File: src/rtl/integer_to_ascii_field_formatter_macros.svh
// assertion macros for the integer to ascii field formatter
`ifndef INTEGER_TO_ASCII_FIELD_FORMATTER_MACROS_SVH
`define INTEGER_TO_ASCII_FIELD_FORMATTER_MACROS_SVH

// same-cycle implication
`define I2A_ASSERT_IMPL(name, clk, rstn, ante, cons) \
    name: assert property (@(posedge clk) disable iff (!rstn) (ante) |-> (cons)) \
        else $error("i2a assertion failed");

// next-cycle implication
`define I2A_ASSERT_NEXT(name, clk, rstn, ante, cons) \
    name: assert property (@(posedge clk) disable iff (!rstn) (ante) |=> (cons)) \
        else $error("i2a assertion failed");

`endif

File: src/rtl/i2a_pkg.sv
// shared types, constants and helpers of the integer to ascii field formatter
package i2a_pkg;

    localparam int MAX_WIDTH_DEF = 63;
    localparam int VAL_W         = 32;
    localparam int DIG_W         = 4;
    localparam int NDIG          = 11;
    localparam int DIG_BITS      = NDIG * DIG_W;
    localparam int BCD_DIGS      = 10;
    localparam int OCT_DIGS      = 11;
    localparam int LEN_W         = 6;

    localparam logic [LEN_W-1:0] PREC_MAX = 6'd40;
    localparam logic [LEN_W-1:0] PREC_PTR = 6'd4;

    typedef logic [1:0] base_t;
    localparam base_t BASE_DEC = 2'd0;
    localparam base_t BASE_HEX = 2'd1;
    localparam base_t BASE_OCT = 2'd2;

    localparam logic [2:0] FUNC_SDEC = 3'd0;
    localparam logic [2:0] FUNC_UDEC = 3'd1;
    localparam logic [2:0] FUNC_HEXL = 3'd2;
    localparam logic [2:0] FUNC_HEXU = 3'd3;
    localparam logic [2:0] FUNC_OCT  = 3'd4;
    localparam logic [2:0] FUNC_PTR  = 3'd5;

    localparam logic [6:0] CH_SPACE = 7'h20;
    localparam logic [6:0] CH_PLUS  = 7'h2b;
    localparam logic [6:0] CH_MINUS = 7'h2d;
    localparam logic [6:0] CH_ZERO  = 7'h30;
    localparam logic [6:0] CH_A_UP  = 7'h41;
    localparam logic [6:0] CH_X_UP  = 7'h58;
    localparam logic [6:0] CH_A_LO  = 7'h61;
    localparam logic [6:0] CH_X_LO  = 7'h78;

    typedef struct packed {
        base_t            base;
        logic             neg;
        logic             upper;
        logic             alt;
        logic             plus;
        logic             space;
        logic             left;
        logic             zflag;
        logic             prec_none;
        logic [LEN_W-1:0] prec;
        logic [LEN_W-1:0] width;
    } fld_spec_t;

    typedef struct packed {
        logic             done;
        logic [3:0]       count;
        logic [DIG_W-1:0] digit;
        logic             is_zero;
    } conv_stat_t;

    function automatic logic [6:0] dig_char(input logic [DIG_W-1:0] d, input logic upper);
        logic [6:0] c;
        if (d < 4'd10)
        begin
            c = CH_ZERO + {3'b000, d};
        end
        else
        begin
            c = (upper ? CH_A_UP : CH_A_LO) + {3'b000, d} - 7'd10;
        end
        return c;
    endfunction

endpackage

File: src/rtl/i2a_conv.sv
// digit converter: bit-serial binary to bcd, digit split for hex and octal, leading zero strip
`include "integer_to_ascii_field_formatter_macros.svh"

module i2a_conv (
    input  logic                   clk,
    input  logic                   rst_n,
    input  logic                   start,
    input  i2a_pkg::base_t         base_sel,
    input  logic [31:0]            mag,
    input  logic                   shift,
    output i2a_pkg::conv_stat_t    stat
);
    import i2a_pkg::*;

    localparam logic [1:0] ST_IDLE   = 2'd0;
    localparam logic [1:0] ST_DABBLE = 2'd1;
    localparam logic [1:0] ST_NORM   = 2'd2;
    localparam logic [1:0] ST_HOLD   = 2'd3;

    logic [1:0]          state_reg;
    logic [4:0]          bit_reg;
    logic [3:0]          cnt_reg;
    logic [VAL_W-1:0]    val_reg;
    logic [DIG_BITS-1:0] dig_reg;

    logic [DIG_BITS-1:0]    oct_dig;
    logic [VAL_W:0]         oct_src;
    logic [BCD_DIGS*4-1:0]  bcd_adj;
    logic [DIG_W-1:0]       top_dig;
    logic                   norm_more;

    always_comb
    begin
        oct_src = {1'b0, mag};
        for (int i = 0; i < OCT_DIGS; i++)
        begin
            oct_dig[i*4 +: 4] = {1'b0, oct_src[i*3 +: 3]};
        end
    end

    // add-3 correction on every bcd digit
    always_comb
    begin
        for (int i = 0; i < BCD_DIGS; i++)
        begin
            bcd_adj[i*4 +: 4] = (dig_reg[i*4 +: 4] >= 4'd5) ?
                                dig_reg[i*4 +: 4] + 4'd3 : dig_reg[i*4 +: 4];
        end
    end

    assign top_dig   = dig_reg[DIG_BITS-1 -: DIG_W];
    assign norm_more = (cnt_reg > 4'd1) && (top_dig == 4'd0);

    assign stat.done    = (state_reg == ST_NORM) && !norm_more;
    assign stat.count   = cnt_reg;
    assign stat.digit   = top_dig;
    assign stat.is_zero = (cnt_reg == 4'd1) && (top_dig == 4'd0);

    always_ff @(posedge clk or negedge rst_n)
    begin
        if (!rst_n)
        begin
            state_reg <= ST_IDLE;
            bit_reg   <= 5'd0;
            cnt_reg   <= 4'd0;
        end
        else if (start)
        begin
            state_reg <= (base_sel == BASE_DEC) ? ST_DABBLE : ST_NORM;
            bit_reg   <= 5'd31;
            cnt_reg   <= 4'(NDIG);
        end
        else
        begin
            unique case (state_reg)
                ST_DABBLE:
                begin
                    bit_reg <= bit_reg - 5'd1;
                    if (bit_reg == 5'd0)
                    begin
                        state_reg <= ST_NORM;
                    end
                end
                ST_NORM:
                begin
                    if (norm_more)
                    begin
                        cnt_reg <= cnt_reg - 4'd1;
                    end
                    else
                    begin
                        state_reg <= ST_HOLD;
                    end
                end
                ST_HOLD:
                begin
                    state_reg <= ST_HOLD;
                end
                default:
                begin
                    state_reg <= ST_IDLE;
                end
            endcase
        end
    end

    always_ff @(posedge clk)
    begin
        if (start)
        begin
            val_reg <= mag;
            if (base_sel == BASE_DEC)
            begin
                dig_reg <= '0;
            end
            else if (base_sel == BASE_HEX)
            begin
                dig_reg <= {12'd0, mag};
            end
            else
            begin
                dig_reg <= oct_dig;
            end
        end
        else if (state_reg == ST_DABBLE)
        begin
            dig_reg <= {4'd0, bcd_adj[BCD_DIGS*4-2:0], val_reg[VAL_W-1]};
            val_reg <= {val_reg[VAL_W-2:0], 1'b0};
        end
        else if ((state_reg == ST_NORM && norm_more) || (state_reg == ST_HOLD && shift))
        begin
            dig_reg <= {dig_reg[DIG_BITS-DIG_W-1:0], 4'd0};
        end
    end

    `I2A_ASSERT_IMPL(a_norm_cnt_nonzero, clk, rst_n, state_reg == ST_NORM, cnt_reg != 4'd0)
    `I2A_ASSERT_NEXT(a_dabble_to_norm, clk, rst_n, state_reg == ST_DABBLE && bit_reg == 5'd0 && !start, state_reg == ST_NORM)

endmodule

File: src/rtl/i2a_emit.sv
// field assembler: sign, prefix, zeros, digits and padding, one character per transaction
`include "integer_to_ascii_field_formatter_macros.svh"

module i2a_emit (
    input  logic                   clk,
    input  logic                   rst_n,
    input  i2a_pkg::fld_spec_t     spec,
    input  i2a_pkg::conv_stat_t    stat,
    output logic                   shift,
    output logic                   done,
    output logic [6:0]             out_char,
    output logic                   last,
    output logic                   out_valid,
    input  logic                   out_ready
);
    import i2a_pkg::*;

    localparam logic [1:0] ST_IDLE = 2'd0;
    localparam logic [1:0] ST_CALC = 2'd1;
    localparam logic [1:0] ST_PAD  = 2'd2;
    localparam logic [1:0] ST_RUN  = 2'd3;

    logic [1:0]       state_reg;
    logic [3:0]       count_reg;
    logic             zero_reg;
    logic [LEN_W-1:0] zeros_reg;
    logic             sign_reg;
    logic             pfx0_reg;
    logic             pfxx_reg;
    logic [LEN_W-1:0] body_reg;
    logic [LEN_W-1:0] lpad_reg;
    logic [LEN_W-1:0] rpad_reg;
    logic [LEN_W-1:0] remain_reg;
    logic [6:0]       char_reg;
    logic             last_reg;
    logic             valid_reg;

    logic [3:0]       count_next;
    logic [LEN_W-1:0] zeros_next;
    logic             sign_next;
    logic             pfx0_next;
    logic             pfxx_next;
    logic [LEN_W-1:0] lpad_next;
    logic [LEN_W-1:0] rpad_next;

    logic [3:0]       cnt_eff;
    logic [LEN_W-1:0] zeros_calc;
    logic             sign_on;
    logic             pfx_hex;
    logic             pfx_oct;
    logic [LEN_W-1:0] body_calc;
    logic             wide;
    logic [LEN_W-1:0] pad;
    logic [LEN_W-1:0] remain_calc;
    logic             zfill;
    logic             emit;
    logic             dig_seg;
    logic [6:0]       char_sel;
    logic [6:0]       sign_ch;

    // zero value with precision zero has no digits
    assign cnt_eff = (stat.is_zero && !spec.prec_none && spec.prec == '0) ? 4'd0 : stat.count;

    assign zeros_calc = (!spec.prec_none && spec.prec > {2'b00, count_reg}) ?
                        spec.prec - {2'b00, count_reg} : '0;
    assign sign_on    = spec.neg || spec.plus || spec.space;
    assign sign_ch    = spec.neg ? CH_MINUS : (spec.plus ? CH_PLUS : CH_SPACE);
    assign pfx_hex    = spec.alt && spec.base == BASE_HEX && !zero_reg;
    assign pfx_oct    = spec.alt && spec.base == BASE_OCT && zeros_calc == '0 &&
                        (!zero_reg || count_reg == 4'd0);
    assign body_calc  = {2'b00, count_reg} + zeros_calc + {5'd0, sign_on} +
                        {5'd0, pfx_hex || pfx_oct} + {5'd0, pfx_hex};

    assign wide        = spec.width > body_reg;
    assign pad         = wide ? spec.width - body_reg : '0;
    assign remain_calc = wide ? spec.width : body_reg;
    assign zfill       = !spec.left && spec.zflag && spec.prec_none && wide;

    assign emit  = (state_reg == ST_RUN) && (!valid_reg || out_ready);
    assign shift = emit && dig_seg;
    assign done  = (state_reg == ST_PAD && remain_calc == '0) ||
                   (emit && remain_reg == 6'd1);

    always_comb
    begin
        char_sel   = CH_SPACE;
        dig_seg    = 1'b0;
        count_next = count_reg;
        zeros_next = zeros_reg;
        sign_next  = sign_reg;
        pfx0_next  = pfx0_reg;
        pfxx_next  = pfxx_reg;
        lpad_next  = lpad_reg;
        rpad_next  = rpad_reg;
        if (lpad_reg != '0)
        begin
            char_sel  = CH_SPACE;
            lpad_next = lpad_reg - 6'd1;
        end
        else if (sign_reg)
        begin
            char_sel  = sign_ch;
            sign_next = 1'b0;
        end
        else if (pfx0_reg)
        begin
            char_sel  = CH_ZERO;
            pfx0_next = 1'b0;
        end
        else if (pfxx_reg)
        begin
            char_sel  = spec.upper ? CH_X_UP : CH_X_LO;
            pfxx_next = 1'b0;
        end
        else if (zeros_reg != '0)
        begin
            char_sel   = CH_ZERO;
            zeros_next = zeros_reg - 6'd1;
        end
        else if (count_reg != 4'd0)
        begin
            char_sel   = dig_char(stat.digit, spec.upper);
            count_next = count_reg - 4'd1;
            dig_seg    = 1'b1;
        end
        else
        begin
            char_sel  = CH_SPACE;
            rpad_next = (rpad_reg != '0) ? rpad_reg - 6'd1 : rpad_reg;
        end
    end

    always_ff @(posedge clk or negedge rst_n)
    begin
        if (!rst_n)
        begin
            state_reg  <= ST_IDLE;
            valid_reg  <= 1'b0;
            count_reg  <= 4'd0;
            zero_reg   <= 1'b0;
            zeros_reg  <= '0;
            sign_reg   <= 1'b0;
            pfx0_reg   <= 1'b0;
            pfxx_reg   <= 1'b0;
            body_reg   <= '0;
            lpad_reg   <= '0;
            rpad_reg   <= '0;
            remain_reg <= '0;
        end
        else
        begin
            if (emit)
            begin
                valid_reg <= 1'b1;
            end
            else if (out_ready)
            begin
                valid_reg <= 1'b0;
            end

            unique case (state_reg)
                ST_IDLE:
                begin
                    if (stat.done)
                    begin
                        count_reg <= cnt_eff;
                        zero_reg  <= stat.is_zero;
                        state_reg <= ST_CALC;
                    end
                end
                ST_CALC:
                begin
                    zeros_reg <= zeros_calc;
                    sign_reg  <= sign_on;
                    pfx0_reg  <= pfx_hex || pfx_oct;
                    pfxx_reg  <= pfx_hex;
                    body_reg  <= body_calc;
                    state_reg <= ST_PAD;
                end
                ST_PAD:
                begin
                    remain_reg <= remain_calc;
                    if (zfill)
                    begin
                        zeros_reg <= zeros_reg + pad;
                        lpad_reg  <= '0;
                        rpad_reg  <= '0;
                    end
                    else
                    begin
                        lpad_reg <= spec.left ? '0 : pad;
                        rpad_reg <= spec.left ? pad : '0;
                    end
                    state_reg <= (remain_calc == '0) ? ST_IDLE : ST_RUN;
                end
                ST_RUN:
                begin
                    if (emit)
                    begin
                        count_reg  <= count_next;
                        zeros_reg  <= zeros_next;
                        sign_reg   <= sign_next;
                        pfx0_reg   <= pfx0_next;
                        pfxx_reg   <= pfxx_next;
                        lpad_reg   <= lpad_next;
                        rpad_reg   <= rpad_next;
                        remain_reg <= remain_reg - 6'd1;
                        if (remain_reg == 6'd1)
                        begin
                            state_reg <= ST_IDLE;
                        end
                    end
                end
                default:
                begin
                    state_reg <= ST_IDLE;
                end
            endcase
        end
    end

    always_ff @(posedge clk)
    begin
        if (emit)
        begin
            char_reg <= char_sel;
            last_reg <= (remain_reg == 6'd1);
        end
    end

    assign out_char  = char_reg;
    assign last      = last_reg;
    assign out_valid = valid_reg;

    `I2A_ASSERT_IMPL(a_valid_from_run, clk, rst_n, $rose(valid_reg), $past(state_reg) == ST_RUN)
    `I2A_ASSERT_IMPL(a_run_remain, clk, rst_n, state_reg == ST_RUN, remain_reg != '0)
    `I2A_ASSERT_NEXT(a_last_ends_field, clk, rst_n, emit && remain_reg == 6'd1, state_reg == ST_IDLE && last_reg)

endmodule

File: src/rtl/integer_to_ascii_field_formatter.sv
// top level of the integer to ascii field formatter
// usage:
//   input channel (in_valid/in_ready) takes one transaction: func, value, width,
//   precision and flags. output channel (out_valid/out_ready) returns the field
//   one ascii character per transaction, with last on the final character.
//   a field of no characters (zero value, precision 0, width 0) returns nothing.
// flow:
//   decimal runs a bit-serial binary to bcd pass, then strips leading zeros
//   one digit per cycle, then the emitter steps through its idle (capture), calc
//   and pad states and loads the first character into the output register;
//   hex and octal skip the bcd pass.
// throughput:
//   one character per cycle while out_ready is high; a new input transaction
//   is taken in the cycle after the last character is loaded into the output
//   register.
// stall: a low out_ready holds the current character and freezes the field.
// reset: rst_n clears all control state; no output is valid after reset.
module integer_to_ascii_field_formatter #(
    parameter int MAX_WIDTH = i2a_pkg::MAX_WIDTH_DEF
) (
    input  logic              clk,
    input  logic              rst_n,
    input  logic              in_valid,
    output logic              in_ready,
    input  logic [2:0]        func,
    input  logic [31:0]       value,
    input  logic [5:0]        width,
    input  logic signed [6:0] precision,
    input  logic              flag_left,
    input  logic              flag_zero,
    input  logic              flag_plus,
    input  logic              flag_space,
    input  logic              flag_alt,
    output logic              out_valid,
    input  logic              out_ready,
    output logic [6:0]        out_char,
    output logic              last
);
    import i2a_pkg::*;

    localparam logic [LEN_W-1:0] WMAX = LEN_W'(MAX_WIDTH);

    logic       busy_reg;
    fld_spec_t  spec_reg;
    fld_spec_t  spec_next;
    conv_stat_t stat;
    logic       start;
    logic       shift;
    logic       done;
    logic [31:0] mag;
    logic       force_p;

    assign in_ready = !busy_reg;
    assign start    = in_valid && in_ready;

    always_comb
    begin
        spec_next       = '0;
        force_p         = 1'b0;
        spec_next.base  = BASE_DEC;
        spec_next.alt   = flag_alt;
        unique case (func)
            FUNC_SDEC:
            begin
                spec_next.neg = value[31];
            end
            FUNC_HEXL:
            begin
                spec_next.base = BASE_HEX;
            end
            FUNC_HEXU:
            begin
                spec_next.base  = BASE_HEX;
                spec_next.upper = 1'b1;
            end
            FUNC_OCT:
            begin
                spec_next.base = BASE_OCT;
            end
            FUNC_PTR:
            begin
                spec_next.base = BASE_HEX;
                spec_next.alt  = 1'b1;
                force_p        = 1'b1;
            end
            default:
            begin
                spec_next.base = BASE_DEC;
            end
        endcase
        spec_next.plus      = flag_plus;
        spec_next.space     = flag_space;
        spec_next.left      = flag_left;
        spec_next.zflag     = flag_zero;
        spec_next.prec_none = !force_p && precision[6];
        if (force_p)
        begin
            spec_next.prec = PREC_PTR;
        end
        else
        begin
            spec_next.prec = (precision[5:0] > PREC_MAX) ? PREC_MAX : precision[5:0];
        end
        spec_next.width = (width > WMAX) ? WMAX : width;
    end

    assign mag = spec_next.neg ? (32'd0 - value) : value;

    always_ff @(posedge clk or negedge rst_n)
    begin
        if (!rst_n)
        begin
            busy_reg <= 1'b0;
        end
        else if (start)
        begin
            busy_reg <= 1'b1;
        end
        else if (done)
        begin
            busy_reg <= 1'b0;
        end
    end

    always_ff @(posedge clk)
    begin
        if (start)
        begin
            spec_reg <= spec_next;
        end
    end

    i2a_conv u_conv (
        .clk      (clk),
        .rst_n    (rst_n),
        .start    (start),
        .base_sel (spec_next.base),
        .mag      (mag),
        .shift    (shift),
        .stat     (stat)
    );

    i2a_emit u_emit (
        .clk       (clk),
        .rst_n     (rst_n),
        .spec      (spec_reg),
        .stat      (stat),
        .shift     (shift),
        .done      (done),
        .out_char  (out_char),
        .last      (last),
        .out_valid (out_valid),
        .out_ready (out_ready)
    );

endmodule

File: config.mk
export PLATFORM = sky130hd
export DESIGN_NAME = integer_to_ascii_field_formatter
export DESIGN_NICKNAME = d
export VERILOG_FILES = /design/src/rtl/i2a_pkg.sv /design/src/rtl/i2a_conv.sv /design/src/rtl/i2a_emit.sv /design/src/rtl/integer_to_ascii_field_formatter.sv
export VERILOG_INCLUDE_DIRS = /design/src /design/src/rtl
export SDC_FILE = /design/constraint.sdc
export NUM_CORES = 1
export LEC_CHECK = 0
export BUFFER_PORTS_ARGS = -buffer_cell sky130_fd_sc_hd__buf_2
export CAP_MARGIN = 5
export CORE_MARGIN = 3
export CORE_UTILIZATION = 50
export DETAILED_ROUTE_END_ITERATION = 6
export GPL_TIMING_DRIVEN = 0
export PLACE_DENSITY = 0.78
export SLEW_MARGIN = 20
export SYNTH_ARGS = -nofsm -noshare
export SYNTH_HDL_FRONTEND = slang
export SYNTH_HIERARCHICAL = 1
export SYNTH_SLANG_ARGS = --single-unit
File: constraint.sdc
create_clock -name clk -period 5.94 [get_ports clk]
set_input_delay 0.891 -clock clk [delete_from_list [all_inputs] [get_ports clk]]
set_output_delay 0.891 -clock clk [all_outputs]
set_load 0.01 [all_outputs]
Yosys cells after proc, flatten, opt, wreduce, memory -nomap -nowiden
Cells that the tools add are included.
- logic and storage cells: 272
- output and inout bits: 10
- register bits after elaboration: 153
- add/sub/neg operators: 27
- magnitude comparators: 16
- mux-type cells: 98
- equal/unequal tests: 29
- reductions and logical operators: 71
- operator list (operator ; count):
    $mux 44 ; 4
    $mux 6 ; 18
    $mux 32 ; 3
    $mux 4 ; 22
    $mux 7 ; 7
    $mux 42 ; 1
    $ge 4x3->1 const B ; 10
    $add 4x2->4 const B ; 9
    $sub 1x32->32 const A ; 1
    $pmux 6 s2 ; 2
    $logic_and 1x1->1 ; 22
    $mux 1 ; 22
    $ne 2x2->1 const B ; 10
    $add 6x1->6 ; 3
    $logic_not 6->1 ; 3
    $pmux 6 s3 ; 1
    $sub 6x1->6 const B ; 3
    $mux 2 ; 8
    $reduce_bool 2->1 ; 8
    $gt 6x6->1 const B ; 2
    $reduce_bool 6->1 ; 2
    $eq 2x2->1 const B ; 5
    $mux 5 ; 2
    $reduce_and 3->1 ; 3
    43 further kinds ; 70

Logic depth before layout (Yosys ltp)
- depth after elaboration: 13
- gate-level depth with buffers: 20

By module
Netlist, hierarchy kept.
- modules (own cells, without submodules) (module ; times used ; cells each ; area an instance (um^2)):
    i2a_conv ; 1 ; 530 ; 5396.4
    i2a_emit ; 1 ; 433 ; 3627.2
    integer_to_ascii_field_formatter ; 1 ; 155 ; 1549.0

Worst setup path after synthesis
OpenSTA, ideal clock, no wires.
- kind: input -> register
- start point: input port in_valid
- end point: register u_conv.dig_reg[0], enable pin
- cell stages on the path: 5
- setup slack: 1.725 ns
- required time: 5.531 ns
- data arrival time: 3.806 ns
- cell sequence: nor2b_1 -> inv_1 -> clkbuf_1 -> clkbuf_1 -> nand3_1
- cells in the longest elaborated chain, start to end: 2
- RTL lines (element ; line ; source):
    start: declaration ; integer_to_ascii_field_formatter.sv:23 ; input logic in_valid,
    $logic_and 1x1->1 ; integer_to_ascii_field_formatter.sv:54 ; assign start = in_valid && in_ready;
    $reduce_bool 3->1 (no source line) ; -- ;
    end signal: assignment ; i2a_conv.sv:122 ; dig_reg <= oct_dig;
    end signal: assignment ; i2a_conv.sv:127 ; dig_reg <= {4'd0, bcd_adj[BCD_DIGS*4-2:0], val_reg[VAL_W-1]};
    end signal: assignment ; i2a_conv.sv:132 ; dig_reg <= {dig_reg[DIG_BITS-DIG_W-1:0], 4'd0};
    end: declaration ; i2a_conv.sv:24 ; logic [DIG_BITS-1:0] dig_reg;
Every way passes these cells.
A chain may end at the register's enable or synchronous reset.

Final worst setup path
- start point: register spec_reg[0] in the netlist's numbering
- end point: register u_emit.zeros_reg[5]
- cells in the longest elaborated chain, start to end: 5
- RTL lines (element ; line ; source):
    start: declaration ; integer_to_ascii_field_formatter.sv:44 ; fld_spec_t spec_reg;
    start signal: assignment ; integer_to_ascii_field_formatter.sv:129 ; spec_reg <= spec_next;
    $sub 6x6->6 or $gt 6x6->1 (tied branches) ; i2a_emit.sv:75, i2a_emit.sv:74 ;
    $mux 6 ; i2a_emit.sv:75 ; assign pad = wide ? spec.width - body_reg : '0;
    $add 6x6->6 ; i2a_emit.sv:185 ; zeros_reg <= zeros_reg + pad;
    $mux 6 ; i2a_emit.sv:183 ; if (zfill)
    $pmux 6 s3 ; i2a_emit.sv:161 ; unique case (state_reg)
    end signal: assignment ; i2a_emit.sv:173 ; zeros_reg <= zeros_calc;
    end signal: assignment ; i2a_emit.sv:185 ;
    end signal: assignment ; i2a_emit.sv:201 ; zeros_reg <= zeros_next;
    end: declaration ; i2a_emit.sv:26 ; logic [LEN_W-1:0] zeros_reg;
Several ways; a longest one is shown, not always the timed one. The select of a mux whose other input is x is not followed.

==> results.txt <==
status: completed
GRT Total Usage: 24.1%
routed length on met3: 2.16 mm
WP data required: 6.23 ns
# DRC: 0
Setup CP Type: reg2reg
minimum clock period: 4.35 ns
combinational power share: 45.9%
global placement routability congestion: 0.897
CTS hold repair buffers: 0
Post-synth EDFFs: 106
Die Ht: 151 um
worst skew pair latency: 0.43 ns
Crit. End Element: flip-flop
met2 WL: 13.3 mm
post-route ant nets: 0
internal power: 3520 uW
Core Area: 0.0205 mm^2
first-pass GRT wire length: 43.6 mm
max reg flops: 44
Critical Path Start Type: flip-flop
CTS sink cnt: 153
post-synthesis sequential area ratio: 41.2%
starting density of the core: 51.6%
vias per inst: 6.18
WL per Instance: 18.6 um
Port Buffer Count: 60
ys flop type: edfxtp_1
Max Cap Viol: 0
Routed Wire Length: 27.5 mm
Max Clock Skew: 0.0148 ns
vias in the first global route: 8659
commonest non-fill, non-tap cell in the layout: edfxtp_1
antenna violations before repair: 0
post-synth net total: 1234
maximum VDD drop: 0.213 mV
switching pwr: 2420 uW
Ports: 67
Worst Path Max Fanout: 10
clock share of power: 18.3%
sequential cell fraction of total power: 35.8%
final setup fails: 0
Largest stage delay, worst path: 0.41 ns
Worst Path Buf+Inv: 4
met1 WL: 11.3 mm
Placed Instance Area: 0.0113 mm^2
Reg clk slew, reported paths: 0.06 ns
Non-Filler Instances: 1481
Sw Share: 40.8%
Slowest cell on crit path: edfxtp_1
synth top area cells: edfxtp_1 30%, dfrtp_1 11%, ha_1 6.3%
Slew HR: 35.8%
CTS tree: yes
largest net degree at the start of global routing: 48
Area Growth Syn to Fin: 12.1%
DR vias: 9149
DRT iter0 DRCs: 889
TNS Setup: 0 ns
CTS Buf Count: 17
# placed instances: 1449
Top Layer Used: met4
root buf cell: clkbuf_16
RSZ-0062 raised after global routing: false
antenna fix cells: 0
Longest Clk Path Bufs: 2
num rows: 52
Synth area leader: edfxtp_1
die area: 0.0229 mm^2
period utilization: 73.2%
Die Span X: 151 um
DR pass1 iterations: 6
layout cell share with drive strength beyond 1: 15.2%
f_max: 0.230 GHz
Final nets: 1314
worst path arrival time: 4.64 ns
average size of a mapped cell: 9.46 um^2
hold violation count in the final report: 0
Leak: 0.00472 uW
GR Overflow Total: 0
Ys Warns: 6
pwr/cell area: 501 mW/mm^2
Top Family by Delay on Critical Path: adder cells
Yosys cell types: 90
pins over their slew limit: 0
Final HPWL DP: 20.0 mm
HP Class: in2async
worst path cell trace: inv_1 -> ha_1 -> inv_1 -> fa_1 -> a21o_2 -> a31oi_4 -> nor2_2 -> buf_2 -> nand2_1 -> ha_1 -> xor2_1 -> nand2_1 -> ha_1 -> inv_1 -> o21ai_0 -> a21o_2 -> a21o_1 -> nor3_1 -> nor4_1 -> or3b_1
most frequent cells in the layout: 106 x edfxtp_1, 100 x nand2_1, 88 x a21oi_1
Mapped Area: 0.0106 mm^2
H-Tree Depth: 4
cell count after synthesis: 1118
Seq cells post-synth: 153
Yosys top cell area share: 30.1%
Post-CTS Setup Bufs: 0
design area: 0.0119 mm^2
Least-Margin Pin Slew: 0.959 ns
Post-CTS Resized: 0
Async SR Flop Fraction: 30.7%
-- through the flow --
| step | total power, uW | hold WS (ns) | worst slack (ns) | util, % |
|---|---|---|---|---|
| 6_report | 5940 | 0.474 | 1.59 | 57.8 |
| 5_1_grt | 6330 | 0.509 | 1.35 | 57.8 |
| 4_1_cts | 5890 | 0.487 | 1.64 | 57.8 |
| 3_5_place_dp | 4760 | 0.473 | 1.78 | 54.9 |
| 3_3_place_gp | 4660 | 0.463 | 0.0839 | 54.7 |
| 2_1_floorplan | 4070 | 0.450 | 1.73 | - |
-- power groups by stage --
| stage | clock (uW) | combinational [uW] | sequential, uW |
|---|---|---|---|
| final | 1090 | 2720 | 2130 |
| after CTS | 1110 | 2670 | 2120 |
| after global placement | 0 | 2530 | 2130 |
| after global routing | 1160 | 2990 | 2180 |
| after floorplan | 0 | 2030 | 2040 |
| after detailed placement | 0 | 2630 | 2130 |
-- cells by family (layout without fill, tap and decap cells) --
| family | after synthesis | after routing | share of synthesized area, % |
|---|---|---|---|
| adder cells (fa/ha/maj) | 59 | 59 | 7.41 |
| AND/OR/NAND/NOR | 359 | 359 | 17.2 |
| buffers and inverters | 141 | 234 | 6.07 |
| flip-flops | 153 | 153 | 41.2 |
| XOR/XNOR | 53 | 53 | 4.39 |
| AO/OA/AOI/OAI | 316 | 316 | 19.8 |
| multiplexers | 37 | 37 | 3.83 |
-- final cells by class --
class | instances | area [um^2]
Clock inverter | 15 | 163
Multi-Input combinational cell | 824 | 5590
Timing Repair Buffer | 61 | 330
Sequential cell | 153 | 4360
Tap cell | 270 | 338
Fill cell | 1785 | 8640
Inverter | 79 | 297
Buffer | 62 | 345
Clock buffer | 17 | 425
-- per-layer routing --
metal  vias to the layer above  GRT usage, %
met3                        78          4.97
li1                       4276             -
met4                         0          8.20
met5                         -             0
met2                       464          41.3
met1                      4331          30.4
-- final timing paths --
| path | startpoint | end | slack, ns | depth (start not counted) |
|---|---|---|---|---|
| setup / recovery | spec_reg[0] | u_emit/zeros_reg[5] | 1.59 | 20 |
| max in group asynchronous | rst_n | u_emit/zeros_reg[3] | 5.02 | 1 |
| hold / removal | rst_n | u_emit/remain_reg[5] | 0.47 | 1 |
| min in group clk | u_emit/body_reg[5] | u_emit/body_reg[5] | 0.48 | 2 |
| setup reg to reg | spec_reg[0] | u_emit/zeros_reg[5] | 1.59 | 20 |
| hold reg to reg | u_emit/body_reg[5] | u_emit/body_reg[5] | 0.48 | 2 |
-- worst register-to-register path: stages (launching register included) --
cell and delay, ns:
edfxtp_1 0.41, inv_1 0.08, ha_1 0.17, inv_1 0.06
fa_1 0.40, a21o_2 0.24, a31oi_4 0.25, nor2_2 0.14
buf_2 0.22, nand2_1 0.09, ha_1 0.19, xor2_1 0.17
nand2_1 0.09, ha_1 0.34, inv_1 0.07, o21ai_0 0.15
a21o_2 0.25, a21o_1 0.19, nor3_1 0.22, nor4_1 0.10
or3b_1 0.39
-- synth_stat cells (7+ instances only) --
library cell  count
a22oi_1          10
inv_1            77
mux2_2           28
clkbuf_1         25
ha_1             53
nor2_1           81
buf_6             7
o31ai_1           7
nand3_1          18
nand2b_1         20
edfxtp_1        106
nor2b_1          14
and3_1           16
xor2_1           24
buf_2            17
o211ai_1          9
nor3_1           32
nor3b_1          13
xnor2_1          29
o32ai_1           9
a31oi_1          15
dfrtp_1          47
o21ai_0          74
a21oi_1          88
mux2i_1           9
a211oi_1         11
or3_1            13
nor4_1            8
a21o_1            7
or4_1            10
nand2_1         101
No activity file was read; power rests on OpenSTA's default activity.
